==> src/rtl/core/bhcf_pkg.sv <==
// Shared constants and types for the binder / Hertz contact force block.
// Used by bhcf_isqrt and binder_hertz_contact_force; depends on nothing.
package bhcf_pkg;

  // Fixed field widths
  localparam int OVL_W      = 32;   // overlap, signed Q16.16
  localparam int STIFF_W    = 32;   // stiffness coefficients, unsigned Q16.16
  localparam int BT_W       = 31;   // binder thickness
  localparam int FORCE_W    = 48;   // force, signed Q32.16

  localparam logic signed [FORCE_W-1:0] FORCE_MAX = {1'b0, {(FORCE_W-1){1'b1}}};

  // Square root of the overlap shifted up by 16 fraction bits
  localparam int SQRT_IN_W  = 48;
  localparam int SQRT_OUT_W = SQRT_IN_W / 2;

  // Configuration port
  localparam int CFG_IDX_W  = 3;
  localparam int CFG_DATA_W = 32;

  typedef enum logic [CFG_IDX_W-1:0] {
    REG_BINDER_STIFFNESS   = CFG_IDX_W'(0),
    REG_PARTICLE_STIFFNESS = CFG_IDX_W'(1),
    REG_BINDER_THICKNESS   = CFG_IDX_W'(2),
    REG_YIELD_OVERLAP      = CFG_IDX_W'(3),
    REG_BINDER_PRESENT     = CFG_IDX_W'(4),
    REG_ADHESION_ENABLED   = CFG_IDX_W'(5)
  } cfg_idx_t;

endpackage

==> src/rtl/core/bhcf_isqrt.sv <==
// Iterative integer square root, one result bit per cycle.
// Depends on bhcf_pkg for the radicand and root widths.
module bhcf_isqrt (
  input  logic                            clk,
  input  logic                            rst,
  input  logic                            start,
  input  logic [bhcf_pkg::SQRT_IN_W-1:0]  radicand,
  output logic                            done,
  output logic [bhcf_pkg::SQRT_OUT_W-1:0] root
);
  import bhcf_pkg::*;

  localparam int REM_W = SQRT_OUT_W + 3;
  localparam int CNT_W = $clog2(SQRT_OUT_W);

  logic [SQRT_IN_W-1:0] rad;
  logic [REM_W-1:0]     rem;
  logic [REM_W-1:0]     rem_sh;
  logic [REM_W-1:0]     trial;
  logic [CNT_W-1:0]     count;
  logic                 busy;
  logic                 take;

  // One digit step: bring down two radicand bits, try 4*root+1
  always_comb begin
    rem_sh = {rem[REM_W-3:0], rad[SQRT_IN_W-1 -: 2]};
    trial  = {1'b0, root, 2'b01};
    take   = (rem_sh >= trial);
  end

  always_ff @(posedge clk) begin
    if (rst) begin
      busy <= 1'b0;
      done <= 1'b0;
    end else begin
      done <= 1'b0;
      if (start) begin
        busy  <= 1'b1;
        rad   <= radicand;
        rem   <= '0;
        root  <= '0;
        count <= CNT_W'(SQRT_OUT_W - 1);
      end else if (busy) begin
        rad  <= {rad[SQRT_IN_W-3:0], 2'b00};
        rem  <= take ? (rem_sh - trial) : rem_sh;
        root <= {root[SQRT_OUT_W-2:0], take};
        if (count == '0) begin
          busy <= 1'b0;
          done <= 1'b1;
        end else begin
          count <= count - CNT_W'(1);
        end
      end
    end
  end

endmodule

==> src/rtl/core/binder_hertz_contact_force.sv <==
// Binder / Hertz normal contact force for one particle pair, fixed point.
// Depends on bhcf_pkg and bhcf_isqrt.
//
// Usage:
//  Input channel (in_valid / in_stall / overlap) takes one signed Q16.16 overlap
//  per simulation step. Output channel (out_valid / out_stall / contact_force /
//  bonded_now) returns one saturated Q32.16 force and the bond flag per step.
//  Registers are written through wr_en / wr_index / wr_data; the user must write
//  them only while idle, and the block does not enforce it. Writing binder_present
//  also reloads the binder link. From transaction to result, the collapse and
//  zero paths pass the collapse multiply, decide, finish and output states; the
//  spring path adds a spring multiply, and the Hertz branch adds the 24-step
//  square root, which dominates, and three passes through the shared 32x32
//  multiplier. The next overlap is taken the cycle after a result is loaded.
//  One overlap is in flight at a time; in_stall stays high from acceptance
//  until the result is loaded into the output register.
//  The output register holds a finished result while out_stall is high, and
//  the next overlap is already accepted and computed meanwhile; the block then
//  waits for the output register to free up before finishing that step.
//  Synchronous reset clears the configuration and pair state to zero, removes
//  the binder link and empties the output register; in_stall is high during reset.
module binder_hertz_contact_force (
  input  logic                                clk,
  input  logic                                rst,
  input  logic                                wr_en,
  input  logic [bhcf_pkg::CFG_IDX_W-1:0]      wr_index,
  input  logic [bhcf_pkg::CFG_DATA_W-1:0]     wr_data,
  input  logic                                in_valid,
  output logic                                in_stall,
  input  logic signed [bhcf_pkg::OVL_W-1:0]   overlap,
  output logic                                out_valid,
  input  logic                                out_stall,
  output logic signed [bhcf_pkg::FORCE_W-1:0] contact_force,
  output logic                                bonded_now
);
  import bhcf_pkg::*;

  localparam int SUM_W  = OVL_W + 2;
  localparam int PROD_W = 2 * STIFF_W;
  localparam int ACC_W  = PROD_W + 8;
  localparam int PH_W   = 7;   // upper bits of h^1.5 above the low word

  typedef enum logic [3:0] {
    ST_IDLE, ST_MUL_COL, ST_DECIDE, ST_MUL_SPR, ST_SQRT,
    ST_MUL_HS, ST_MUL_KPL, ST_MUL_KPH, ST_ACC, ST_FIN, ST_OUT
  } state_t;

  typedef enum logic [1:0] {
    PATH_ZERO, PATH_COLLAPSE, PATH_SPRING, PATH_HERTZ
  } path_t;

  // Configuration
  logic [STIFF_W-1:0]      binder_stiffness;
  logic [STIFF_W-1:0]      particle_stiffness;
  logic [BT_W-1:0]         binder_thickness;
  logic signed [OVL_W-1:0] yield_overlap;
  logic                    adhesion_enabled;

  // Pair state
  logic signed [OVL_W-1:0] previous_overlap;
  logic                    bonded;
  logic                    ever_bonded;
  logic                    binder_link;

  // Per-step working registers
  state_t                    state;
  path_t                     path_q;
  logic signed [OVL_W-1:0]   h_q;
  logic                      closing_q;
  logic                      binder_br_q;
  logic                      spr_neg_q;
  logic                      spr_pos_q;
  logic [STIFF_W-1:0]        spr_mag_q;
  logic                      col_neg_q;
  logic [STIFF_W-1:0]        col_mag_q;
  logic [PROD_W-1:0]         prod_q;
  logic [PH_W-1:0]           ph_q;
  logic [ACC_W-1:0]          acc_q;
  logic signed [FORCE_W-1:0] collapse_q;
  logic signed [FORCE_W-1:0] force_q;

  logic [SUM_W-1:0]          sum_spr;
  logic [SUM_W-1:0]          sum_col;
  logic [STIFF_W-1:0]        mul_a;
  logic [STIFF_W-1:0]        mul_b;
  logic [PROD_W-1:0]         mul_p;
  path_t                     decide_path;
  logic [ACC_W-17:0]         hertz_q;
  logic signed [FORCE_W-1:0] hertz_f;
  logic signed [FORCE_W-1:0] fin_force;
  logic                      sqrt_start;
  logic                      sqrt_done;
  logic [SQRT_OUT_W-1:0]     sqrt_root;
  logic [SQRT_IN_W-1:0]      sqrt_in;

  // Magnitude of a signed sum; it always fits the multiplier operand
  function automatic logic [STIFF_W-1:0] mag_of(input logic [SUM_W-1:0] s);
    logic [SUM_W-1:0] n;
    n = -s;
    return s[SUM_W-1] ? n[STIFF_W-1:0] : s[STIFF_W-1:0];
  endfunction

  // floor(k*a / 2^16) from sign and unsigned product, saturated high
  function automatic logic signed [FORCE_W-1:0] spring_fix(input logic neg,
                                                          input logic [PROD_W-1:0] p);
    logic [PROD_W:0] up;
    up = {1'b0, p} + (PROD_W+1)'(16'hFFFF);
    if (neg)
      return FORCE_W'(0) - up[PROD_W-1:16];
    else if (p[PROD_W-1])
      return FORCE_MAX;
    else
      return p[PROD_W-1:16];
  endfunction

  // Binder sums at acceptance time
  always_comb begin
    sum_spr = {{2{overlap[OVL_W-1]}}, overlap} + {3'b000, binder_thickness};
    sum_col = {{2{yield_overlap[OVL_W-1]}}, yield_overlap} + {3'b000, binder_thickness};
  end

  // Shared multiplier operand select
  always_comb begin
    mul_a = '0;
    mul_b = '0;
    case (state)
      ST_MUL_COL: begin
        mul_a = binder_stiffness;
        mul_b = col_mag_q;
      end
      ST_MUL_SPR: begin
        mul_a = binder_stiffness;
        mul_b = spr_mag_q;
      end
      ST_MUL_HS: begin
        mul_a = {1'b0, h_q[OVL_W-2:0]};
        mul_b = {{(STIFF_W-SQRT_OUT_W){1'b0}}, sqrt_root};
      end
      ST_MUL_KPL: begin
        mul_a = particle_stiffness;
        mul_b = prod_q[STIFF_W+15:16];
      end
      ST_MUL_KPH: begin
        mul_a = particle_stiffness;
        mul_b = {{(STIFF_W-PH_W){1'b0}}, ph_q};
      end
      default: begin
        mul_a = '0;
        mul_b = '0;
      end
    endcase
  end

  assign mul_p = mul_a * mul_b;

  // Branch choice for this step
  always_comb begin
    if (binder_br_q) begin
      if (spr_pos_q || bonded)
        decide_path = (h_q > yield_overlap) ? PATH_COLLAPSE : PATH_SPRING;
      else
        decide_path = PATH_ZERO;
    end else begin
      decide_path = h_q[OVL_W-1] ? PATH_ZERO : PATH_HERTZ;
    end
  end

  // Hertz force with saturation, then final force select
  always_comb begin
    hertz_q = acc_q[ACC_W-1:16];
    hertz_f = (|hertz_q[ACC_W-17:FORCE_W-1]) ? FORCE_MAX
                                             : signed'(hertz_q[FORCE_W-1:0]);
    case (path_q)
      PATH_COLLAPSE: fin_force = collapse_q;
      PATH_SPRING:   fin_force = spring_fix(spr_neg_q, prod_q);
      PATH_HERTZ:    fin_force = (hertz_f < collapse_q && closing_q && ever_bonded)
                                 ? collapse_q : hertz_f;
      default:       fin_force = '0;
    endcase
  end

  // Square root of h in Q16.16: radicand is h shifted up by 16
  assign sqrt_in    = {1'b0, h_q[OVL_W-2:0], 16'h0000};
  assign sqrt_start = (state == ST_DECIDE) && (decide_path == PATH_HERTZ);

  bhcf_isqrt u_isqrt (
    .clk      (clk),
    .rst      (rst),
    .start    (sqrt_start),
    .radicand (sqrt_in),
    .done     (sqrt_done),
    .root     (sqrt_root)
  );

  assign in_stall = rst || (state != ST_IDLE);

  // Sequencer, configuration, pair state and output register
  always_ff @(posedge clk) begin
    if (rst) begin
      state              <= ST_IDLE;
      out_valid          <= 1'b0;
      binder_stiffness   <= '0;
      particle_stiffness <= '0;
      binder_thickness   <= '0;
      yield_overlap      <= '0;
      adhesion_enabled   <= 1'b0;
      previous_overlap   <= '0;
      bonded             <= 1'b0;
      ever_bonded        <= 1'b0;
      binder_link        <= 1'b0;
    end else begin
      // ST_OUT reloads the output register itself
      if (out_valid && !out_stall && state != ST_OUT)
        out_valid <= 1'b0;

      if (wr_en) begin
        case (cfg_idx_t'(wr_index))
          REG_BINDER_STIFFNESS:   binder_stiffness   <= wr_data;
          REG_PARTICLE_STIFFNESS: particle_stiffness <= wr_data;
          REG_BINDER_THICKNESS:   binder_thickness   <= wr_data[BT_W-1:0];
          REG_YIELD_OVERLAP:      yield_overlap      <= signed'(wr_data);
          REG_BINDER_PRESENT:     binder_link        <= wr_data[0];
          REG_ADHESION_ENABLED:   adhesion_enabled   <= wr_data[0];
          default: ;
        endcase
      end

      case (state)
        ST_IDLE: begin
          if (in_valid) begin
            h_q              <= overlap;
            closing_q        <= (overlap >= previous_overlap);
            previous_overlap <= overlap;
            binder_br_q      <= binder_link && overlap[OVL_W-1];
            spr_neg_q        <= sum_spr[SUM_W-1];
            spr_pos_q        <= !sum_spr[SUM_W-1] && (sum_spr != '0);
            spr_mag_q        <= mag_of(sum_spr);
            col_neg_q        <= sum_col[SUM_W-1];
            col_mag_q        <= mag_of(sum_col);
            state            <= ST_MUL_COL;
          end
        end
        ST_MUL_COL: begin
          prod_q <= mul_p;
          state  <= ST_DECIDE;
        end
        ST_DECIDE: begin
          collapse_q <= spring_fix(col_neg_q, prod_q);
          path_q     <= decide_path;
          case (decide_path)
            PATH_SPRING: state <= ST_MUL_SPR;
            PATH_HERTZ:  state <= ST_SQRT;
            default:     state <= ST_FIN;
          endcase
        end
        ST_MUL_SPR: begin
          prod_q <= mul_p;
          state  <= ST_FIN;
        end
        ST_SQRT: begin
          if (sqrt_done)
            state <= ST_MUL_HS;
        end
        ST_MUL_HS: begin
          prod_q <= mul_p;
          state  <= ST_MUL_KPL;
        end
        ST_MUL_KPL: begin
          // low word of h^1.5 goes through now, upper bits next
          ph_q   <= prod_q[STIFF_W+16+PH_W-1:STIFF_W+16];
          prod_q <= mul_p;
          state  <= ST_MUL_KPH;
        end
        ST_MUL_KPH: begin
          acc_q  <= {8'h00, prod_q};
          prod_q <= mul_p;
          state  <= ST_ACC;
        end
        ST_ACC: begin
          acc_q <= acc_q + {prod_q[ACC_W-STIFF_W-1:0], {STIFF_W{1'b0}}};
          state <= ST_FIN;
        end
        ST_FIN: begin
          force_q <= fin_force;
          if (binder_br_q) begin
            if (fin_force > 0 && adhesion_enabled) begin
              bonded      <= 1'b1;
              ever_bonded <= 1'b1;
            end
          end else begin
            // leaving the binder branch breaks the bond and the link
            bonded      <= 1'b0;
            binder_link <= 1'b0;
          end
          state <= ST_OUT;
        end
        ST_OUT: begin
          if (!out_valid || !out_stall) begin
            out_valid     <= 1'b1;
            contact_force <= force_q;
            bonded_now    <= bonded;
            state         <= ST_IDLE;
          end
        end
        default: state <= ST_IDLE;
      endcase
    end
  end

endmodule
==> config.mk <==
export PLATFORM = sky130hd
export DESIGN_NAME = binder_hertz_contact_force
export DESIGN_NICKNAME = d
export VERILOG_FILES = /design/src/rtl/core/bhcf_pkg.sv /design/src/rtl/core/bhcf_isqrt.sv /design/src/rtl/core/binder_hertz_contact_force.sv
export SDC_FILE = /design/constraint.sdc
export NUM_CORES = 2
export LEC_CHECK = 0
export ABC_AREA = 1
export BUFFER_PORTS_ARGS = -buffer_cell sky130_fd_sc_hd__buf_2
export CORE_ASPECT_RATIO = 0.5
export CORE_UTILIZATION = 60
export CTS_CLUSTER_DIAMETER = 40
export DETAILED_ROUTE_END_ITERATION = 8
export PLACE_DENSITY = 0.77
export RECOVER_POWER = 25
export SYNTH_ARGS = -nofsm -noshare
export SYNTH_HDL_FRONTEND = slang
export SYNTH_SLANG_ARGS = --single-unit
==> constraint.sdc <==
create_clock -name clk -period 10.1 [get_ports clk]
set_clock_uncertainty 0.15 [all_clocks]
set_input_delay 0 -clock clk [delete_from_list [all_inputs] [get_ports clk]]
set_output_delay 0 -clock clk [all_outputs]
set_load 0.01 [all_outputs]
# Word level (Yosys, flattened, before mapping)
# Cells that the tools add are included.
# word_totals
register_bits	661
in_bits	72
output_inout_bits	51
elab_cells	162
# classes
n_addsub	9
mul	1
n_lt_le_gt_ge	5
n_eq_ne	26
n_mux	40
bitwise_logic	2
reduce_logical	45
# ops
cell	count
$mux W48	5
$pmux W32 S5	1
$pmux W48 S3	1
$pmux W72 S2	1
$pmux W32 S3	1
$mux W47	2
$add A72 B72 Y72	1
$add A32 B32 Y33	2
$add A64 B16 Y64 const B	1
$mul A32 B32 Y64	1
$mux W32	2
$neg A32 Y32	2
$mux W25	2
$gt A48 B1 Y1 const B	1
$lt A48 B48 Y1	1
$sub A1 B48 Y48 const A	1
$pmux W4 S10	1
$reduce_bool A34 Y1	1
$ge A32 B32 Y1	1
$gt A32 B32 Y1	1
$ge A27 B26 Y1	1
$reduce_and A2 Y1	13
$sub A25 B25 Y25	1
$mux W24	1
32 further kinds	83

# Depth between registers and ports, before layout
# logic_depth
word_depth	11
mapped_depth	47
depth_no_buf	44

# Modules after synthesis
# Synthesis repeated with hierarchy kept, for this count alone.
# hier_totals
cells_unflattened	9315
area_unflattened_um2	73794.5
# by_module_without_submodules
module	n_inst	cells_per_inst	area_each_um2	seq_area_each_um2
binder_hertz_contact_force	1	8478	67380.9	14624.0
bhcf_isqrt	1	837	6413.7	3103.0

# Worst setup path before layout
# No wires, ideal clock.
# synth_path
path_kind	reg2reg
from	register state[2]
to	register prod_q[61], data pin
setup_ps	265
arrival_time_ps	8334
required_ps	9685
path_slack_ps	1350
path_stages_with_launch	37
n_path_buf	3
synth_period_minus_slack_ps	8750
path_cell_list	dfxtp_1 inv_1 nor2_1 inv_1 nor2_1 inv_1 clkbuf_1 clkbuf_1 o211ai_1 inv_1 clkbuf_1 nor2_1 fa_1 fa_1 fa_1 inv_1 fa_1 inv_1 fa_1 inv_1 fa_1 inv_1 fa_1 inv_1 fa_1 inv_1 ha_1 a21oi_1 o21ai_0 a21oi_1 o221ai_1 a21oi_1 inv_1 a21oi_1 o311ai_0 a41oi_1 xor2_1
# synth_via
elab_chain_cells	4
elab_cells_between_ends	10
cone_classes	1 x mul; 5 x eq/ne; 2 x mux; 2 x reduce/logical
# synth_lines
element	line_no	text
start: declaration	binder_hertz_contact_force.sv:66	state_t state;
start signal: assignment	binder_hertz_contact_force.sv:200	state <= ST_IDLE;
start signal: assignment	binder_hertz_contact_force.sv:240	state <= ST_MUL_COL;
start signal: assignment	binder_hertz_contact_force.sv:245	state <= ST_DECIDE;
$eq A4 B3 Y1 (tied with other cells)	binder_hertz_contact_force.sv:126	case (state)
$reduce_or A2 Y1 (no source line)	--	
$pmux W32 S3	binder_hertz_contact_force.sv:126	
$mul A32 B32 Y64 (*)	binder_hertz_contact_force.sv:154	assign mul_p = mul_a * mul_b;
via mul_p[61]	binder_hertz_contact_force.sv:86	logic [PROD_W-1:0] mul_p;
end signal: assignment	binder_hertz_contact_force.sv:244	prod_q <= mul_p;
end signal: assignment	binder_hertz_contact_force.sv:257	prod_q <= mul_p;
end signal: assignment	binder_hertz_contact_force.sv:265	prod_q <= mul_p;
end: declaration	binder_hertz_contact_force.sv:76	logic [PROD_W-1:0] prod_q;
# The timed path passes the listed nets; every way through them passes the cells marked *.
# A chain may end at the register's enable or synchronous reset.

# Final worst setup path
# layout_path
from	register state[3]
to	register prod_q[52], data pin
# Same word-level chain as after synthesis.

==> run metrics <==
fmax=approximately 0.10 GHz; post-DR vias/cell=5.92; largest vdd supply drop=0.000187 V; standard cell with the maximum stage delay on the critical path=sky130_fd_sc_hd__a21oi_1; r2r startpoint=state[3]$_SDFFE_PP0P_; final estimated routing congestion in global placement=~1.1; average wire length per cell after detail routing=between 20 and 25 um; most common flop cell mapped by yosys=sky130_fd_sc_hd__edfxtp_1; distinct cell type count of the synthesized netlist=64; accumulated negative setup slack=0 ns; worst min-delay path startpoint=wr_data[28]; power per cell area=approximately 130 nW/um^2; synthesized-area fraction occupied by ao, oa, aoi and oai cells=8.92%; share of synthesized area occupied by flip-flops and latches=approximately a quarter; setup repair after global routing missed its margin=false; area of placed instances=roughly 76,000 um^2; Residual DRC=0; depth of the worst register-to-register path=35; most used cell along the critical path=sky130_fd_sc_hd__fa_1; number of DRC markers in iteration 0=around 7,700; clock-pin transition on the worst setup and hold timing paths=0.07 ns; Worst Setup SP=state[3]$_SDFFE_PP0P_; final worst hold slack=about 0.057 ns; Hold/Removal Path Class=input pin to flop; count of flip-flops with a built-in enable after synthesis=roughly 460; maximum number of pins on one net before global-route repair=a little under 90; violations in the final reports=capacitance limit, slew limit; FF-to-FF End=prod_q[52]$_DFFE_PP_; mux cell area share after synthesis=0%; vertical die dimension=around 250 um; NumNets Final=~11,000; Clock Latency Late Sink=between 0.7 and 0.8 ns; leakage power=roughly 38 nW; async set-or-reset flop fraction in the synthesized netlist=0%; Worst path top cell family by delay=adder cells; vias in the first global route=~65,000; core region area=121,000 um^2; Total Routing Usage GR=42.5%; IO buf count=approximately 120; Layout Area Growth over Synthesis=9.00%; number of antenna violations at the first check in global routing=9; Final Hold Violating Endpoints=0; clock root buffer=sky130_fd_sc_hd__clkbuf_16; minimum period implied by the final worst setup slack=between 9 and 10 ns; share of layout cells above drive strength 1=between 5 and 6%; half-perimeter wire length after placement=between 200,000 and 250,000 um; adder-cell area share of the yosys netlist=between 30% and 40%; post-route clock period utilization=95.0%; Rel. slew slack=-121%; Buf/Inv on CP=10; number of buffers created by CTS=76; basic-gate share of the synthesized area counting and, or, nand and nor cells=20.1%; Synth Area in XOR/XNOR=under 10%; Worst EP required=10.38 ns; max-slew violation count=284; TritonCTS clock tree=yes; Layout Cell Area excl Fill=~80,000 um^2; Worst Tran Pin Value=around 3.3 ns; Die ar.=123,000 um^2; Critical Path Fanout Max=between 50 and 60; initial core utilization=60.5%; clock tree sinks=between 600 and 700; crit-path max cell delay=between 0.8 and 0.9 ns; number of ports placed on the die boundary=about 120; total number of yosys warnings=0; count of nets left with antenna violations after detail routing=0; total gr overflow=0; number of iterations in the first detailed-routing pass=8; first-pass GRT wire length=389,000 um; Mapped Cells=9,188; largest family of logic cells by synthesized area=adder cells; Die Wd=about 500 um; Setup crit end kind=flop; kind of critical path=flop to flop; deepest clock path buffer count=3; #FFs+latches synth=631; setup slack of the most critical reg-to-reg path=0.50 ns; Worst Hold Path Cells=4; synthesized area=~73,000 um^2; number of rows in the core area=90; Post-Syn Nets=roughly 11,000; Setup crit start kind=flop; post-CTS setup repair buffer count=0; routed wire length=between 200,000 and 300,000 um; final setup fails=0; average footprint of a synthesized cell=slightly below 8 um^2; result of the run=complete, but fails checks; max-cap violations=6; Data arrival, critical path=9.88 ns; number of H-tree levels=3; Min-Delay Endpoint=binder_thickness[28]$_SDFFE_PP0P_; DR vias=about 65,000
## repair_timing
item | in CTS | in global routing
hold buffers | 114 | 0
resized for setup | 0 | 1
endpoints found under the hold margin | 239 | 0
setup endpoints to repair | 0 | 1
## sequential cells by signal (all words and copies together), names as in the netlist, 5 cells and up
signal and count:
h_q 32, binder_stiffness 32, u_isqrt.count 5, col_mag_q 32
spr_mag_q 32, ph_q 7, previous_overlap 32, collapse_q 48
force_q 48, acc_q 56, u_isqrt.root 24, u_isqrt.rem 25
particle_stiffness 32, u_isqrt.rad 32, contact_force 48, prod_q 64
yield_overlap 32, binder_thickness 31
## layout by cell type, fill, tap and decap left out, drive strengths merged, types with 170 or more instances in the layout
cell    count
inv      1812
nand2    1772
nor2     1236
fa        899
ha        505
o21ai     494
edfxtp    461
a21oi     440
nand3     325
buf       224
clkbuf    176
dfxtp     170
## per-stage QoR
| step | std cells | worst slack [ns] | power [mW] | utilization (%) |
|---|---|---|---|---|
| finish | 11046 | 0.502 | 10.0 | 66.0 |
| global route | 11042 | 0.0738 | 10.4 | 66.0 |
| CTS | 11040 | 0.661 | 9.82 | 66.1 |
| detailed placement | 10786 | 0.669 | 7.00 | 63.0 |
| global placement | 10786 | 0.761 | 6.94 | 63.0 |
| floorplan | 9188 | 1.35 | 5.52 | - |
## routing by layer
metal  vias up  wire (um)  track usage, %
met5         -        356           0.309
met4        12      15700            21.4
met3       833      40000            16.8
met2      4353     107000            61.2
met1     31135      97400            55.5
li1      29073          -               -
## synthesized netlist by cell type (14+ instances only)
library cell               number  share of area (%)
sky130_fd_sc_hd__a22oi_1       18               0.19
sky130_fd_sc_hd__o211ai_1      35               0.36
sky130_fd_sc_hd__nor3_1        89               0.61
sky130_fd_sc_hd__dfxtp_1      170                4.7
sky130_fd_sc_hd__o21ai_0      476                3.3
sky130_fd_sc_hd__o21bai_1      16               0.16
sky130_fd_sc_hd__clkinv_1      29               0.15
sky130_fd_sc_hd__o22ai_1       14               0.12
sky130_fd_sc_hd__edfxtp_1     461                 19
sky130_fd_sc_hd__o21a_1        19               0.20
sky130_fd_sc_hd__nand2_2       22               0.19
sky130_fd_sc_hd__ha_1         505                8.7
sky130_fd_sc_hd__xnor2_1       89                1.1
sky130_fd_sc_hd__nand2_1     1742                9.0
sky130_fd_sc_hd__clkbuf_1     300                1.5
sky130_fd_sc_hd__or2_2         15               0.13
sky130_fd_sc_hd__nor2_1      1191                6.1
sky130_fd_sc_hd__inv_1       1788                9.2
sky130_fd_sc_hd__a31oi_1       80               0.69
sky130_fd_sc_hd__a21oi_1      439                3.0
sky130_fd_sc_hd__nor2_2        31               0.27
sky130_fd_sc_hd__xor2_1       154                1.8
sky130_fd_sc_hd__nand4_1       91               0.78
sky130_fd_sc_hd__fa_1         899                 25
sky130_fd_sc_hd__nand3_1      318                2.2
sky130_fd_sc_hd__o21ai_1       18               0.12
## worst max-delay path by stage
stage                     cells after the start                    to  slack, ns
after floorplan                              36  prod_q[61]$_DFFE_PP_       1.35
after global placement                       35  prod_q[52]$_DFFE_PP_       0.76
after detailed placement                     29  prod_q[52]$_DFFE_PP_       0.67
after CTS                                    29  prod_q[52]$_DFFE_PP_       0.66
after global routing                         35  prod_q[52]$_DFFE_PP_       0.07
final                                        35  prod_q[52]$_DFFE_PP_       0.50
## power by group
part           total (mW)  internal [mW]  switching, mW
Sequential           3.33           3.14          0.188
Combinational        3.88           1.01           2.87
Clock                2.82           1.53           1.30
## cell families (layout without fill, tap and decap cells)
| family | Yosys count | count (layout) |
|---|---|---|
| AO/OA/AOI/OAI | 1186 | 1186 |
| flip-flops | 631 | 631 |
| other | 1 | 7 |
| AND/OR/NAND/NOR | 3570 | 3570 |
| XOR/XNOR | 243 | 243 |
| buffers and inverters | 2153 | 2395 |
| adder cells (fa/ha/maj) | 1404 | 1404 |
## worst register-to-register path: cells and delay by family, from the launching register on
family / cells / cell delay [ns]
AOI/OAI and AO/OA: 7 / 2.55
and+or+nand+nor: 9 / 0.93
buffers and inverters: 10 / 0.95
DFF: 1 / 0.37
adders and majority gates: 9 / 4.39
## layout make-up
class	instances	area, um^2
Multi-Input combinational cell	6404	47800
Fill cell	10224	41000
Sequential cell	631	17200
Inverter	1829	6870
Timing Repair Buffer	426	3070
Tap cell	1610	2010
Clock buffer	88	1990
Clock inverter	52	569
Antenna cell	6	15.0
Power figures use the tool's default switching activity.
